[config.mk]
export PLATFORM = sky130hd
export DESIGN_NAME = power_button_mode_controller_flat
export DESIGN_NICKNAME = d
export VERILOG_FILES = /design/src/hw/rtl/pbmc_pkg.sv /design/src/hw/rtl/pbmc_in_if.sv /design/src/hw/rtl/pbmc_out_if.sv /design/src/hw/rtl/pbmc_cfg_if.sv /design/src/hw/rtl/pbmc_div.sv /design/src/hw/rtl/pbmc_core.sv /design/src/hw/rtl/power_button_mode_controller.sv /design/src/flat_wrapper.sv
export VERILOG_INCLUDE_DIRS = /design/src /design/src/hw/rtl
export SDC_FILE = /design/constraint.sdc
export NUM_CORES = 1
export LEC_CHECK = 0
export BUFFER_PORTS_ARGS = -buffer_cell sky130_fd_sc_hd__buf_2
export CAP_MARGIN = 20
export CORE_AREA = 2 2 154 156
export DETAILED_ROUTE_END_ITERATION = 16
export DIE_AREA = 0 0 156 158
export SLEW_MARGIN = 20
export SYNTH_ARGS = -nofsm -noshare
export SYNTH_HDL_FRONTEND = slang
export SYNTH_HIERARCHICAL = 1
export SYNTH_SLANG_ARGS = --single-unit
[constraint.sdc]
create_clock -name clk -period 13.3 [get_ports clk]
set_input_delay 0.665 -clock clk [delete_from_list [all_inputs] [get_ports clk]]
set_output_delay 0.665 -clock clk [all_outputs]
set_load 0.02 [all_outputs]
[src/hw/rtl/power_button_mode_controller_assert.svh]
// Assertion macros for the power button controller RTL.
// Each macro takes a label, the clock, the active-low reset, a condition
// and a consequence.
`ifndef POWER_BUTTON_MODE_CONTROLLER_ASSERT_SVH
`define POWER_BUTTON_MODE_CONTROLLER_ASSERT_SVH

// The consequence holds in the same cycle as the condition.
`define PBMC_ASSERT_NOW(label, clk, rst_n, ante, cons) \
	label: assert property (@(posedge clk) disable iff (!rst_n) (ante) |-> (cons)) \
		else $error("pbmc: same-cycle check failed");

// The consequence holds in the cycle after the condition.
`define PBMC_ASSERT_NEXT(label, clk, rst_n, ante, cons) \
	label: assert property (@(posedge clk) disable iff (!rst_n) (ante) |=> (cons)) \
		else $error("pbmc: next-cycle check failed");

`endif

[src/hw/rtl/pbmc_pkg.sv]
`timescale 1ns / 1ps

package pbmc_pkg;

	localparam int unsigned LEVEL_W    = 7;
	localparam int unsigned PWM_W      = 8;
	localparam int unsigned MODE_W     = 2;
	localparam int unsigned PRESS_W    = 11;
	localparam int unsigned BLINK_W    = 9;
	localparam int unsigned FW_W       = 12;
	localparam int unsigned LONG_W     = 10;
	localparam int unsigned HALF_W     = 8;
	localparam int unsigned PULSES_W   = 3;
	localparam int unsigned CFG_IDX_W  = 2;
	localparam int unsigned CFG_DATA_W = 10;
	localparam int unsigned DIV_STEPS  = FW_W;
	localparam int unsigned DIV_CNT_W  = $clog2(DIV_STEPS);

	localparam logic [PRESS_W-1:0] PRESS_SAT = '1;

	// Mode codes as seen on the result channel.
	localparam logic [MODE_W-1:0] MODE_OFF     = 2'd0;
	localparam logic [MODE_W-1:0] MODE_ON      = 2'd1;
	localparam logic [MODE_W-1:0] MODE_BLINK   = 2'd2;
	localparam logic [MODE_W-1:0] MODE_BREATHE = 2'd3;

	// Configuration register indexes.
	localparam logic [CFG_IDX_W-1:0] CFG_LONG_PRESS = 2'd0;
	localparam logic [CFG_IDX_W-1:0] CFG_BLINK_HALF = 2'd1;
	localparam logic [CFG_IDX_W-1:0] CFG_FAREWELL   = 2'd2;

	localparam logic [LONG_W-1:0]   LONG_PRESS_RST = 10'd100;
	localparam logic [HALF_W-1:0]   BLINK_HALF_RST = 8'd20;
	localparam logic [PULSES_W-1:0] FAREWELL_RST   = 3'd3;

	typedef struct packed {
		logic button;
		logic printing;
		logic halt_request;
	} in_item_t;

	typedef struct packed {
		logic [LEVEL_W-1:0] led_level;
		logic [PWM_W-1:0]   led_pwm;
		logic [MODE_W-1:0]  mode;
		logic               rails_enable;
		logic               controller_run;
		logic               home_request;
		logic               busy_farewell;
	} out_item_t;

	typedef struct packed {
		logic [CFG_IDX_W-1:0]  index;
		logic [CFG_DATA_W-1:0] value;
	} cfg_write_t;

	typedef struct packed {
		logic [LONG_W-1:0]   long_press_ticks;
		logic [HALF_W-1:0]   blink_half_ticks;
		logic [PULSES_W-1:0] farewell_pulses;
	} cfg_regs_t;

	typedef struct packed {
		logic              start;
		logic [FW_W-1:0]   dividend;
		logic [HALF_W-1:0] divisor;
	} div_req_t;

	typedef struct packed {
		logic              busy;
		logic              done;
		logic [HALF_W-1:0] rem;
		logic              odd;
	} div_res_t;

	typedef struct packed {
		logic            fw_active;
		logic [FW_W-1:0] fw_count;
	} core_status_t;

endpackage

[src/hw/rtl/pbmc_in_if.sv]
`timescale 1ns / 1ps

interface pbmc_in_if;
	import pbmc_pkg::*;

	logic     valid;
	logic     ready;
	in_item_t data;

	modport source (output valid, output data, input ready);
	modport sink (input valid, input data, output ready);
endinterface

[src/hw/rtl/pbmc_out_if.sv]
`timescale 1ns / 1ps

interface pbmc_out_if;
	import pbmc_pkg::*;

	logic      valid;
	logic      ready;
	out_item_t data;

	modport source (output valid, output data, input ready);
	modport sink (input valid, input data, output ready);
endinterface

[src/hw/rtl/pbmc_cfg_if.sv]
`timescale 1ns / 1ps

interface pbmc_cfg_if;
	import pbmc_pkg::*;

	logic       valid;
	logic       ready;
	cfg_write_t data;

	modport source (output valid, output data, input ready);
	modport sink (input valid, input data, output ready);
endinterface

[src/hw/rtl/pbmc_div.sv]
`timescale 1ns / 1ps

// Restoring divider, one quotient bit per cycle. Only the remainder and
// the parity of the quotient are kept.
module pbmc_div (
	input  logic             clk,
	input  logic             arst_n,
	input  pbmc_pkg::div_req_t req,
	output pbmc_pkg::div_res_t res
);
	import pbmc_pkg::*;

	logic                 busy_q;
	logic                 done_q;
	logic [DIV_CNT_W-1:0] cnt_q;
	logic [FW_W-1:0]      num_q;
	logic [HALF_W-1:0]    den_q;
	logic [HALF_W-1:0]    rem_q;
	logic                 qbit_q;

	logic [HALF_W:0] trial;
	logic [HALF_W:0] diff;
	logic            take;

	assign trial = {rem_q, num_q[FW_W-1]};
	assign take  = trial >= {1'b0, den_q};
	assign diff  = trial - {1'b0, den_q};

	always_ff @(posedge clk or negedge arst_n) begin
		if (!arst_n) begin
			busy_q <= 1'b0;
			done_q <= 1'b0;
			cnt_q  <= '0;
			num_q  <= '0;
			den_q  <= '0;
			rem_q  <= '0;
			qbit_q <= 1'b0;
		end else begin
			done_q <= 1'b0;
			if (req.start) begin
				busy_q <= 1'b1;
				cnt_q  <= '0;
				num_q  <= req.dividend;
				den_q  <= req.divisor;
				rem_q  <= '0;
			end else if (busy_q) begin
				num_q  <= {num_q[FW_W-2:0], 1'b0};
				rem_q  <= take ? diff[HALF_W-1:0] : trial[HALF_W-1:0];
				qbit_q <= take;
				cnt_q  <= cnt_q + 1'b1;
				if (cnt_q == DIV_CNT_W'(DIV_STEPS - 1)) begin
					busy_q <= 1'b0;
					done_q <= 1'b1;
				end
			end
		end
	end

	assign res.busy = busy_q;
	assign res.done = done_q;
	assign res.rem  = rem_q;
	assign res.odd  = qbit_q;
endmodule

[src/hw/rtl/pbmc_core.sv]
`timescale 1ns / 1ps

// Controller state and the per-tick update. The next state and the result
// are computed in one pass from the registered tick and the current state.
module pbmc_core #(
	parameter int unsigned LEVEL_MAX = 100,
	parameter int unsigned PWM_MAX   = 255
) (
	input  logic                    clk,
	input  logic                    arst_n,
	input  logic                    fire,
	input  pbmc_pkg::in_item_t      tick,
	input  pbmc_pkg::cfg_regs_t     cfg,
	input  pbmc_pkg::div_res_t      div_res,
	output pbmc_pkg::out_item_t     res,
	output pbmc_pkg::core_status_t  status
);
	import pbmc_pkg::*;

	localparam logic [LEVEL_W-1:0] LevelMax = LEVEL_W'(LEVEL_MAX);
	localparam int unsigned PwmCalcW = $clog2(PWM_MAX + 1) + LEVEL_W;
	localparam logic [PwmCalcW-1:0] PwmMax  = PwmCalcW'(PWM_MAX);
	localparam logic [PwmCalcW-1:0] PwmStep = PwmCalcW'(PWM_MAX / LEVEL_MAX);

	logic                prev_b_q, prev_p_q, prev_h_q, armed_q;
	logic [PRESS_W-1:0]  press_q;
	logic [MODE_W-1:0]   mode_q;
	logic [BLINK_W-1:0]  blink_q;
	logic [LEVEL_W-1:0]  breath_q;
	logic                falling_q;
	logic [LEVEL_W-1:0]  level_q;
	logic                rails_q, run_q, home_q;
	logic [FW_W-1:0]     fw_count_q;
	logic [HALF_W-1:0]   fw_rem_q;
	logic                fw_odd_q;

	logic                n_prev_b, n_prev_p, n_prev_h, n_armed;
	logic [PRESS_W-1:0]  n_press;
	logic [MODE_W-1:0]   n_mode;
	logic [BLINK_W-1:0]  n_blink;
	logic [LEVEL_W-1:0]  n_breath;
	logic                n_falling;
	logic [LEVEL_W-1:0]  n_level;
	logic                n_rails, n_run, n_home;
	logic [FW_W-1:0]     n_fw_count;
	logic [HALF_W-1:0]   n_fw_rem;
	logic                n_fw_odd;

	logic                leaving;
	logic [HALF_W-1:0]   half_eff;
	logic [FW_W-2:0]     fw_prod;
	logic [FW_W-1:0]     fw_total;
	logic [PwmCalcW-1:0] pwm_full;

	assign half_eff = (cfg.blink_half_ticks == '0) ? HALF_W'(1) : cfg.blink_half_ticks;
	assign fw_prod  = {{(FW_W - 1 - PULSES_W){1'b0}}, cfg.farewell_pulses}
		* {{(FW_W - 1 - HALF_W){1'b0}}, cfg.blink_half_ticks};
	assign fw_total = {fw_prod, 1'b0};

	always_comb begin
		n_prev_b   = prev_b_q;
		n_prev_p   = prev_p_q;
		n_prev_h   = prev_h_q;
		n_armed    = armed_q;
		n_press    = press_q;
		n_mode     = mode_q;
		n_blink    = blink_q;
		n_breath   = breath_q;
		n_falling  = falling_q;
		n_level    = level_q;
		n_rails    = rails_q;
		n_run      = run_q;
		n_home     = home_q;
		n_fw_count = fw_count_q;
		n_fw_rem   = fw_rem_q;
		n_fw_odd   = fw_odd_q;
		leaving    = 1'b0;

		if (fw_count_q != '0) begin
			// Farewell in progress: inputs are ignored.
			if (fw_count_q <= FW_W'(1)) begin
				n_rails    = 1'b0;
				n_run      = 1'b0;
				n_level    = '0;
				n_mode     = MODE_OFF;
				n_fw_count = '0;
			end else begin
				n_level    = fw_odd_q ? '0 : LevelMax;
				n_fw_count = fw_count_q - FW_W'(1);
				if (fw_rem_q == '0) begin
					n_fw_rem = half_eff - HALF_W'(1);
					n_fw_odd = ~fw_odd_q;
				end else begin
					n_fw_rem = fw_rem_q - HALF_W'(1);
				end
			end
		end else begin
			n_prev_b = tick.button;
			n_prev_p = tick.printing;
			n_prev_h = tick.halt_request;

			if (tick.printing && !prev_p_q) begin
				n_mode = MODE_BREATHE;
			end else if (!tick.printing && prev_p_q) begin
				n_mode = MODE_ON;
			end

			leaving = tick.halt_request && !prev_h_q;

			if (!leaving && tick.button) begin
				if (!prev_b_q) begin
					n_press = '0;
					n_armed = 1'b1;
				end else if (armed_q) begin
					if (press_q != PRESS_SAT) begin
						n_press = press_q + PRESS_W'(1);
					end
					if (n_press > {1'b0, cfg.long_press_ticks}) begin
						n_armed = 1'b0;
						if (n_mode == MODE_OFF) begin
							n_rails = 1'b1;
							n_run   = 1'b1;
							n_level = LevelMax;
							n_mode  = MODE_ON;
						end else if (n_mode == MODE_ON) begin
							leaving = 1'b1;
						end else begin
							n_level = LevelMax;
							n_mode  = MODE_ON;
						end
					end
				end
			end

			if (!leaving && !tick.button && prev_b_q
				&& (press_q < {1'b0, cfg.long_press_ticks})) begin
				n_armed = 1'b0;
				if (n_mode == MODE_ON) begin
					n_home = 1'b1;
				end else if (n_mode == MODE_BLINK) begin
					n_mode = MODE_BREATHE;
				end
			end

			if (leaving) begin
				n_armed = 1'b0;
				if (fw_total == '0) begin
					n_rails    = 1'b0;
					n_run      = 1'b0;
					n_level    = '0;
					n_mode     = MODE_OFF;
					n_fw_count = '0;
				end else begin
					// First shown tick is the off half; the tracker then
					// points at the following tick.
					n_level    = '0;
					n_fw_count = fw_total;
					if (cfg.blink_half_ticks == HALF_W'(1)) begin
						n_fw_rem = '0;
						n_fw_odd = 1'b0;
					end else begin
						n_fw_rem = cfg.blink_half_ticks - HALF_W'(2);
						n_fw_odd = 1'b1;
					end
				end
			end else if (n_mode == MODE_BLINK) begin
				n_level = (blink_q < {1'b0, cfg.blink_half_ticks}) ? '0 : LevelMax;
				if (blink_q >= {cfg.blink_half_ticks, 1'b0}) begin
					n_blink = '0;
				end else begin
					n_blink = blink_q + BLINK_W'(1);
				end
			end else if (n_mode == MODE_BREATHE) begin
				n_level = breath_q;
				if (falling_q) begin
					if (breath_q != '0) begin
						n_breath = breath_q - LEVEL_W'(1);
					end
				end else if (breath_q < LevelMax) begin
					n_breath = breath_q + LEVEL_W'(1);
				end else begin
					n_breath = LevelMax;
				end
				if ((n_breath == LevelMax) || (n_breath == '0)) begin
					n_falling = ~falling_q;
				end
			end
		end
	end

	always_ff @(posedge clk or negedge arst_n) begin
		if (!arst_n) begin
			prev_b_q   <= 1'b0;
			prev_p_q   <= 1'b0;
			prev_h_q   <= 1'b0;
			armed_q    <= 1'b0;
			press_q    <= '0;
			mode_q     <= MODE_OFF;
			blink_q    <= '0;
			breath_q   <= '0;
			falling_q  <= 1'b0;
			level_q    <= '0;
			rails_q    <= 1'b0;
			run_q      <= 1'b0;
			home_q     <= 1'b0;
			fw_count_q <= '0;
			fw_rem_q   <= '0;
			fw_odd_q   <= 1'b0;
		end else if (fire) begin
			prev_b_q   <= n_prev_b;
			prev_p_q   <= n_prev_p;
			prev_h_q   <= n_prev_h;
			armed_q    <= n_armed;
			press_q    <= n_press;
			mode_q     <= n_mode;
			blink_q    <= n_blink;
			breath_q   <= n_breath;
			falling_q  <= n_falling;
			level_q    <= n_level;
			rails_q    <= n_rails;
			run_q      <= n_run;
			home_q     <= n_home;
			fw_count_q <= n_fw_count;
			fw_rem_q   <= n_fw_rem;
			fw_odd_q   <= n_fw_odd;
		end else if (div_res.done) begin
			fw_rem_q <= div_res.rem;
			fw_odd_q <= div_res.odd;
		end
	end

	assign pwm_full = PwmMax - PwmStep * {{(PwmCalcW - LEVEL_W){1'b0}}, n_level};

	assign res.led_level      = n_level;
	assign res.led_pwm        = pwm_full[PWM_W-1:0];
	assign res.mode           = n_mode;
	assign res.rails_enable   = n_rails;
	assign res.controller_run = n_run;
	assign res.home_request   = n_home;
	assign res.busy_farewell  = n_fw_count != '0;

	assign status.fw_active = fw_count_q != '0;
	assign status.fw_count  = fw_count_q;
endmodule

[src/hw/rtl/power_button_mode_controller.sv]
`timescale 1ns / 1ps

// Power button and mode controller. Each request on the item channel is one
// 10 ms tick carrying the button, printing and halt levels; each one yields
// exactly one request on the result channel with the LED level and PWM
// compare value, the mode, the rail and run enables, the latched home line
// and the farewell flag. The block takes one tick per clock cycle when not
// stalled: a tick lands in an input register, the whole state update runs
// in one pass of logic, and the result is held in an output register, so a
// stalled result does not stop the next tick from being registered. Another
// stall comes from the serial remainder unit: writing blink_half_ticks
// while a farewell blink is running recomputes the blink phase against the
// new half length, during which neither ticks nor further register writes
// are taken. Configuration writes are taken only when no tick sits in the
// input register, and a pending write holds off new ticks.
`include "power_button_mode_controller_assert.svh"

module power_button_mode_controller #(
	parameter int unsigned LEVEL_MAX = 100,
	parameter int unsigned PWM_MAX   = 255
) (
	input logic       clk,
	input logic       arst_n,
	pbmc_in_if.sink   item,
	pbmc_out_if.source result,
	pbmc_cfg_if.sink  cfg
);
	import pbmc_pkg::*;

	// Configuration registers.
	cfg_regs_t    cfg_q;

	// Input register stage.
	logic         valid_s1;
	in_item_t     item_s1;

	// Output register stage.
	logic         valid_s2;
	out_item_t    result_s2;

	logic         advance;
	logic         item_fire;
	logic         cfg_fire;
	out_item_t    core_res;
	core_status_t core_status;
	div_req_t     div_req;
	div_res_t     div_res;

	// A tick moves into the result register whenever that register is free
	// or being emptied in the same cycle.
	assign advance   = valid_s1 && (!valid_s2 || result.ready);
	assign item.ready = !div_res.busy && !cfg.valid && (!valid_s1 || advance);
	assign item_fire = item.valid && item.ready;
	assign cfg.ready = !div_res.busy && !valid_s1;
	assign cfg_fire  = cfg.valid && cfg.ready;

	always_ff @(posedge clk or negedge arst_n) begin
		if (!arst_n) begin
			cfg_q.long_press_ticks <= LONG_PRESS_RST;
			cfg_q.blink_half_ticks <= BLINK_HALF_RST;
			cfg_q.farewell_pulses  <= FAREWELL_RST;
		end else if (cfg_fire) begin
			unique case (cfg.data.index)
				CFG_LONG_PRESS: cfg_q.long_press_ticks <= cfg.data.value[LONG_W-1:0];
				CFG_BLINK_HALF: cfg_q.blink_half_ticks <= cfg.data.value[HALF_W-1:0];
				CFG_FAREWELL:   cfg_q.farewell_pulses  <= cfg.data.value[PULSES_W-1:0];
				default: ;
			endcase
		end
	end

	always_ff @(posedge clk or negedge arst_n) begin
		if (!arst_n) begin
			valid_s1 <= 1'b0;
		end else if (item_fire) begin
			valid_s1 <= 1'b1;
		end else if (advance) begin
			valid_s1 <= 1'b0;
		end
	end

	always_ff @(posedge clk) begin
		if (item_fire) begin
			item_s1 <= item.data;
		end
	end

	always_ff @(posedge clk or negedge arst_n) begin
		if (!arst_n) begin
			valid_s2 <= 1'b0;
		end else if (advance) begin
			valid_s2 <= 1'b1;
		end else if (result.ready) begin
			valid_s2 <= 1'b0;
		end
	end

	always_ff @(posedge clk) begin
		if (advance) begin
			result_s2 <= core_res;
		end
	end

	assign result.valid = valid_s2;
	assign result.data  = result_s2;

	// A new half length during the farewell restarts the phase tracker:
	// the remaining ticks minus two are divided by the new half, where a
	// half of zero counts as one.
	assign div_req.start    = cfg_fire && (cfg.data.index == CFG_BLINK_HALF)
		&& core_status.fw_active;
	assign div_req.dividend = core_status.fw_count - FW_W'(2);
	assign div_req.divisor  = (cfg.data.value[HALF_W-1:0] == '0) ? HALF_W'(1)
		: cfg.data.value[HALF_W-1:0];

	pbmc_div u_div (
		.clk    (clk),
		.arst_n (arst_n),
		.req    (div_req),
		.res    (div_res)
	);

	pbmc_core #(
		.LEVEL_MAX (LEVEL_MAX),
		.PWM_MAX   (PWM_MAX)
	) u_core (
		.clk     (clk),
		.arst_n  (arst_n),
		.fire    (advance),
		.tick    (item_s1),
		.cfg     (cfg_q),
		.div_res (div_res),
		.res     (core_res),
		.status  (core_status)
	);

	// A half-length write during the farewell must start the divider.
	`PBMC_ASSERT_NEXT(a_half_write_starts_div, clk, arst_n, div_req.start, div_res.busy)
	// No tick may be in flight while the phase tracker is being rebuilt.
	`PBMC_ASSERT_NOW(a_div_no_tick, clk, arst_n, div_res.busy, !valid_s1 && !item_fire)
	// Rails and controller run are always switched together.
	`PBMC_ASSERT_NOW(a_rails_run_pair, clk, arst_n, valid_s2,
		result_s2.rails_enable == result_s2.controller_run)
endmodule
[src/flat_wrapper.sv]
// flat-port wrapper written by rule: the top's interface ports become plain ports
module power_button_mode_controller_flat import pbmc_pkg::*;
#(
	parameter int unsigned LEVEL_MAX = 100,
	parameter int unsigned PWM_MAX   = 255
)
  (clk, arst_n, item_valid, item_data, item_ready, result_valid, result_data, result_ready, cfg_valid, cfg_data, cfg_ready);
  pbmc_in_if item_i ();
  pbmc_out_if result_i ();
  pbmc_cfg_if cfg_i ();
  input logic clk;
  input logic arst_n;
  input wire logic [$bits(item_i.valid)-1:0] item_valid;
  input wire logic [$bits(item_i.data)-1:0] item_data;
  output wire logic [$bits(item_i.ready)-1:0] item_ready;
  output wire logic [$bits(result_i.valid)-1:0] result_valid;
  output wire logic [$bits(result_i.data)-1:0] result_data;
  input wire logic [$bits(result_i.ready)-1:0] result_ready;
  input wire logic [$bits(cfg_i.valid)-1:0] cfg_valid;
  input wire logic [$bits(cfg_i.data)-1:0] cfg_data;
  output wire logic [$bits(cfg_i.ready)-1:0] cfg_ready;
  assign item_i.valid = item_valid;
  assign item_i.data = item_data;
  assign item_ready = item_i.ready;
  assign result_valid = result_i.valid;
  assign result_data = result_i.data;
  assign result_i.ready = result_ready;
  assign cfg_i.valid = cfg_valid;
  assign cfg_i.data = cfg_data;
  assign cfg_ready = cfg_i.ready;
  power_button_mode_controller #(.LEVEL_MAX(LEVEL_MAX), .PWM_MAX(PWM_MAX)) u_core (.clk(clk), .arst_n(arst_n), .item(item_i), .result(result_i), .cfg(cfg_i));
endmodule
* Word-level counts from Yosys, hierarchy flattened
Index checks and enable logic that the tools add are counted.
** Cells by class
- Add/sub/neg operators :: 12
- Multipliers :: 1
- Order comparisons :: 7
- Equality and inequality tests :: 16
- Multiplexer cells :: 119
- Bitwise gates (word level) :: 6
- Reduce and logical (&&, ||, !) cells :: 55
** Operator list (count)
- $mux 7 :: 20
- $mux 8 :: 13
- $mux 11 :: 7
- $mux 12 :: 6
- $mux 1 :: 52
- $mux 2 :: 18
- $logic_not 8->1 :: 3
- $reduce_bool 12->1 :: 2
- $sub 8x1->8 const B :: 2
- $logic_and 1x1->1 :: 15
- $le 12x1->1 const B :: 1
- $logic_not 12->1 :: 1
- $ne 3x3->1 const B :: 4
- $reduce_and 4->1 :: 3
- $sub 12x1->12 const B :: 1
- $sub 12x2->12 const B :: 1
- $add 11x1->11 const B :: 1
- $gt 11x10->1 :: 1
- $lt 11x10->1 :: 1
- $mul 3x8->11 :: 1
- $ne 11x11->1 const B :: 1
- $logic_not 1->1 :: 10
- $reduce_and 2->1 :: 5
- $reduce_and 5->1 :: 2
- other kinds (28) :: 45
** Word-level totals
- Register bits :: 147
- Output and inout bits :: 24

* Longest topological paths before layout
- Word-level depth :: 27
- Depth in mapped cells :: 16
- Mapped depth without buffers :: 14

* Cells and area by module
The synthesis kept the hierarchy.
** By module, submodules not included
- pbmc_core :: instances 1, cells an instance 761, area each 6311.1 sq um, sequential area each 1626.6 sq um
- pbmc_div :: instances 1, cells an instance 214, area each 2025.7 sq um, sequential area each 875.8 sq um
- power_button_mode_controller :: instances 1, cells an instance 118, area each 1870.5 sq um, sequential area each 1305.0 sq um

* Worst setup path before layout
OpenSTA, ideal clock, no wires.
- Path kind :: register to register
- Start point :: reg u_core.u_core.press_q[3]
- End point :: reg u_core.result_s2 (netlist bit u_core/result.data[10]), data pin
- Setup time :: 0.262 ns
- Arrival :: 3.898 ns
- Path slack :: 9.140 ns
- Cell stages (with the launch flop) :: 16
- Path buffers :: 1
- Clock period less this slack :: 4.160 ns
- Cells stage by stage :: dfrtp_1 > and4_1 > and3_1 > nand3_1 > and2_1 > nand3_1 > xnor2_1 > ha_1 > a211oi_1 > nor2_1 > o311ai_2 > a21oi_1 > clkbuf_1 > a211oi_1 > a22oi_1 > or2_2
** RTL lines
- from (decl) :: RTL line pbmc_core.sv:26 : logic [PRESS_W-1:0] press_q;
- from (signal assigned) :: RTL line pbmc_core.sv:214 : press_q <= n_press;
- to (signal assigned) :: RTL line power_button_mode_controller.sv:100 : result_s2 <= core_res;
- to (decl) :: RTL line power_button_mode_controller.sv:39 : out_item_t result_s2;

==> qor.tcl <==
set qor(syn2layout_area_growth_pct) 9.24
set qor(viasPerCell) 5.90
set qor(finalWeightedCongestion) 0.873
set qor(die_h_um) 158
set qor(yosysSeqAreaShare_pct) 37.3
set qor(layout_net_count) 1196
set qor(grt_first_pass_wirelength_mm) 41.0
set qor(drc) 0
set qor(netlist_area_sq_um) 10200
set qor(synthesis.nets) 1184
set qor(fp.dieW_um) 156
set qor(cts-root-to-sink-buffers) 2
set qor(synth_seq_cells) 147
set qor(synth_top_area_share_pct) 28.4
set qor(root_buffer) {sky130_fd_sc_hd__clkbuf_16}
set qor(route.detailed.wl_per_inst_um) 17.3
set qor(clk_latency_ns) 0.43
set qor(postLayoutSetupSlackWorst_ns) 8.32
set qor(design.portCount) 44
set qor(fin_worst_skew_ns) 0.0149
set qor(first_global_vias) 7930
set qor(final_layout_size_suffix_gt1_share_pct) 13.4
set qor(timing.critical_path.to_type) {register}
set qor(synth_edf_count) 24
set qor(cts.repair_timing.setup_buffer_count) 0
set qor(r2r_setup_slack_ns) 8.32
set qor(fillers) 2206
set qor(clock_sinks) 147
set qor(hold_ws_ns) 0.237
set qor(htree_num_levels) 4
set qor(status) {completed}
set qor(setup.worst_path.class) {reg -> reg}
set qor(setup_viol) 0
set qor(postSynth.topFlopCell) {sky130_fd_sc_hd__dfrtp_1}
set qor(detailedRoute.firstIterationViolations) 523
set qor(tritoncts) {built}
set qor(synthTopCellsByCount) {116 x sky130_fd_sc_hd__dfrtp_1, 82 x sky130_fd_sc_hd__nand2_1, 69 x sky130_fd_sc_hd__o21ai_0}
set qor(power_per_cell_area_nw_per_um2) 209
set qor(crit_fanout) 11
set qor(ys_types) 91
set qor(synth_async_sr_flop_share_pct) 83.7
set qor(cts-hold-fix-buffers) 0
set qor(rsz0062_at_grt) {no}
set qor(initial_antenna_violation_count) 0
set qor(worst-slew-pin-transition_ns) 0.939
set qor(min-delay-path-class) {in -> async}
set qor(ys_warn_count) 6
set qor(slew_violations) 0
set qor(timing.final.crit_period_ns) 4.98
set qor(grt.overflow.total) 0
set qor(dpl.cell_count) 1376
set qor(leakage_nw) 4.74
set qor(start_util_pct) 44.3
set qor(detailedPlace.worstSlack_ns) 8.39
set qor(drt.antenna.violating_nets) 0
set qor(final_hold_viol_count) 0
set qor(ctsResizeCount) 0
set qor(routed-via-count) 8312
set qor(clock_slew_at_reported_path_ffs_ns) 0.07
set qor(tritoncts.num_buffers) 17
set qor(ir_worst_vdd_v) 0.000176
set qor(design.core.area_sq_um) 23100
set qor(syn_avg_cell_area_sq_um) 9.34
set qor(final_min_period_over_clock_period_pct) 37.5
set qor(synthesis.instances) 1093
set qor(synth_area_leader_cell) {sky130_fd_sc_hd__dfrtp_1}
set qor(slew-limit-headroom_pct) 37.4
set qor(detailedPlacementHpwl_mm) 17.8
set qor(accumulated_negative_setup_slack_ns) 0
set qor(crit_required_ns) 13.48
set qor(area_of_the_die_sq_um) 24600
set qor(drv.max_cap_violation_count) 0
set qor(cp_startpoint_kind) {register}
set qor(synth_area_leaders) {sky130_fd_sc_hd__dfrtp_1 28%, sky130_fd_sc_hd__ha_1 7.7%, sky130_fd_sc_hd__edfxtp_1 7.1%}
set qor(dr.pass1.iters) 5
set qor(yosys.cell_count.top_type) {sky130_fd_sc_hd__dfrtp_1}
set qor(placement.io_buffers) 43
set qor(worst_ep_arrival_time_ns) 5.17
set qor(fmax_mhz) 201
set qor(wirelength_mm) 24.4
set qor(number_of_antenna_diodes) 0
set qor(maximum_number_of_pins_on_one_net_before_global_route_repair) 73
set qor(final_cell_count_no_fill) 1408
set qor(rows) 56
set qor(grt_util_all_layers_pct) 20.7
==> metal layers <==
| layer | global-route usage (%) | vias up | wire [um] |
|---|---|---|---|
| met5 | 0 | - | 0 |
| met4 | 6.68 | 0 | 467 |
| met3 | 3.61 | 30 | 1070 |
| met2 | 32.5 | 210 | 10900 |
| met1 | 29.1 | 4007 | 11900 |
| li1 | - | 4065 | - |
==> cells in the final DEF, fill, tap and decap left out, types with 25 or more instances in the layout <==
cell	instances
sky130_fd_sc_hd__nor2_1	65
sky130_fd_sc_hd__and2_1	29
sky130_fd_sc_hd__o21ai_0	69
sky130_fd_sc_hd__a21oi_1	50
sky130_fd_sc_hd__ha_1	63
sky130_fd_sc_hd__nor3_1	25
sky130_fd_sc_hd__xnor2_1	28
sky130_fd_sc_hd__inv_1	68
sky130_fd_sc_hd__buf_2	42
sky130_fd_sc_hd__dfrtp_1	116
sky130_fd_sc_hd__nand2_1	82
sky130_fd_sc_hd__nand3_1	32
sky130_fd_sc_hd__mux2_2	30
==> cells by family (layout without fill, tap and decap cells) <==
kind of cell / after synthesis / in the layout / share of synthesized area [%]
XOR/XNOR: 39 / 39 / 3.35
adder cells (fa/ha/maj): 71 / 71 / 9.29
flip-flops: 147 / 147 / 37.3
AO/OA/AOI/OAI: 305 / 305 / 21.1
other: 1 / 1 / 0.0367
multiplexers: 50 / 50 / 5.27
AND/OR/NAND/NOR: 354 / 354 / 18.5
buffers and inverters: 126 / 151 / 5.12
==> state kept, by name, indices dropped and copies added, names as in the netlist, 9 cells and up <==
register,count
u_core/cfg_q,21
u_core/result.data,21
u_core/u_core/fw_count_q,12
u_core/u_div/num_q,12
u_core/u_core/press_q,11
u_core/u_core/blink_q,9
==> stage by stage <==
stage / power (mW) / instance area (sq um) / util [%]
finish: 2.33 / 11200 / 48.4
global route: 2.53 / 11200 / 48.4
CTS: 2.34 / 11200 / 48.4
detailed placement: 1.86 / 10600 / 45.9
global placement: 1.84 / 10600 / 45.9
floorplan: 1.59 / 10200 / -
==> report_power, final <==
group	leakage (nW)	switching (mW)	internal, mW	total (mW)
combinational	2.79	0.620	0.496	1.12
sequential	1.68	0.149	0.594	0.744
clock	0.271	0.208	0.262	0.470
total	4.74	0.977	1.35	2.33
==> worst paths after layout <==
path                                                 startpoint                               endpoint  cells after the start
min in group clk                                   item_data[1]            u_core/item_s1[1]$_DFFE_PP_                      1
min reg2reg                    u_core/u_core/home_q$_DFFE_PN0P_       u_core/u_core/home_q$_DFFE_PN0P_                      1
max                        u_core/u_core/press_q[3]$_DFFE_PN0P_       u_core/result.data[10]$_DFFE_PP_                     14
max reg2reg                u_core/u_core/press_q[3]$_DFFE_PN0P_       u_core/result.data[10]$_DFFE_PP_                     14
max in group asynchronous                                arst_n  u_core/u_core/breath_q[3]$_DFFE_PN0P_                      2
min                                                      arst_n      u_core/u_div/rem_q[6]$_DFFE_PN0P_                      1
==> cell type report <==
cell class	instances	area, sq um	share of cell area [%]
flip-flops and latches	147	3810	34.1
inverters	69	259	2.32
clock inverters	15	146	1.31
multi-input cells	820	5880	52.7
clock buffers	17	425	3.82
well taps	290	363	3.25
repair buffers	50	270	2.42
==> critical path: stages, from the launching register on <==
cell and delay [ns]:
sky130_fd_sc_hd__dfrtp_1 0.45, sky130_fd_sc_hd__and4_1 0.30, sky130_fd_sc_hd__and3_1 0.26, sky130_fd_sc_hd__nand3_1 0.31
sky130_fd_sc_hd__and2_1 0.31, sky130_fd_sc_hd__nand3_1 0.10, sky130_fd_sc_hd__xnor2_1 0.15, sky130_fd_sc_hd__ha_1 0.28
sky130_fd_sc_hd__a211oi_1 0.24, sky130_fd_sc_hd__nor2_1 0.10, sky130_fd_sc_hd__o311ai_2 0.51, sky130_fd_sc_hd__a21oi_1 0.41
sky130_fd_sc_hd__a211oi_1 0.79, sky130_fd_sc_hd__a22oi_1 0.18, sky130_fd_sc_hd__or2_2 0.32
Power figures use the tool's default switching activity.
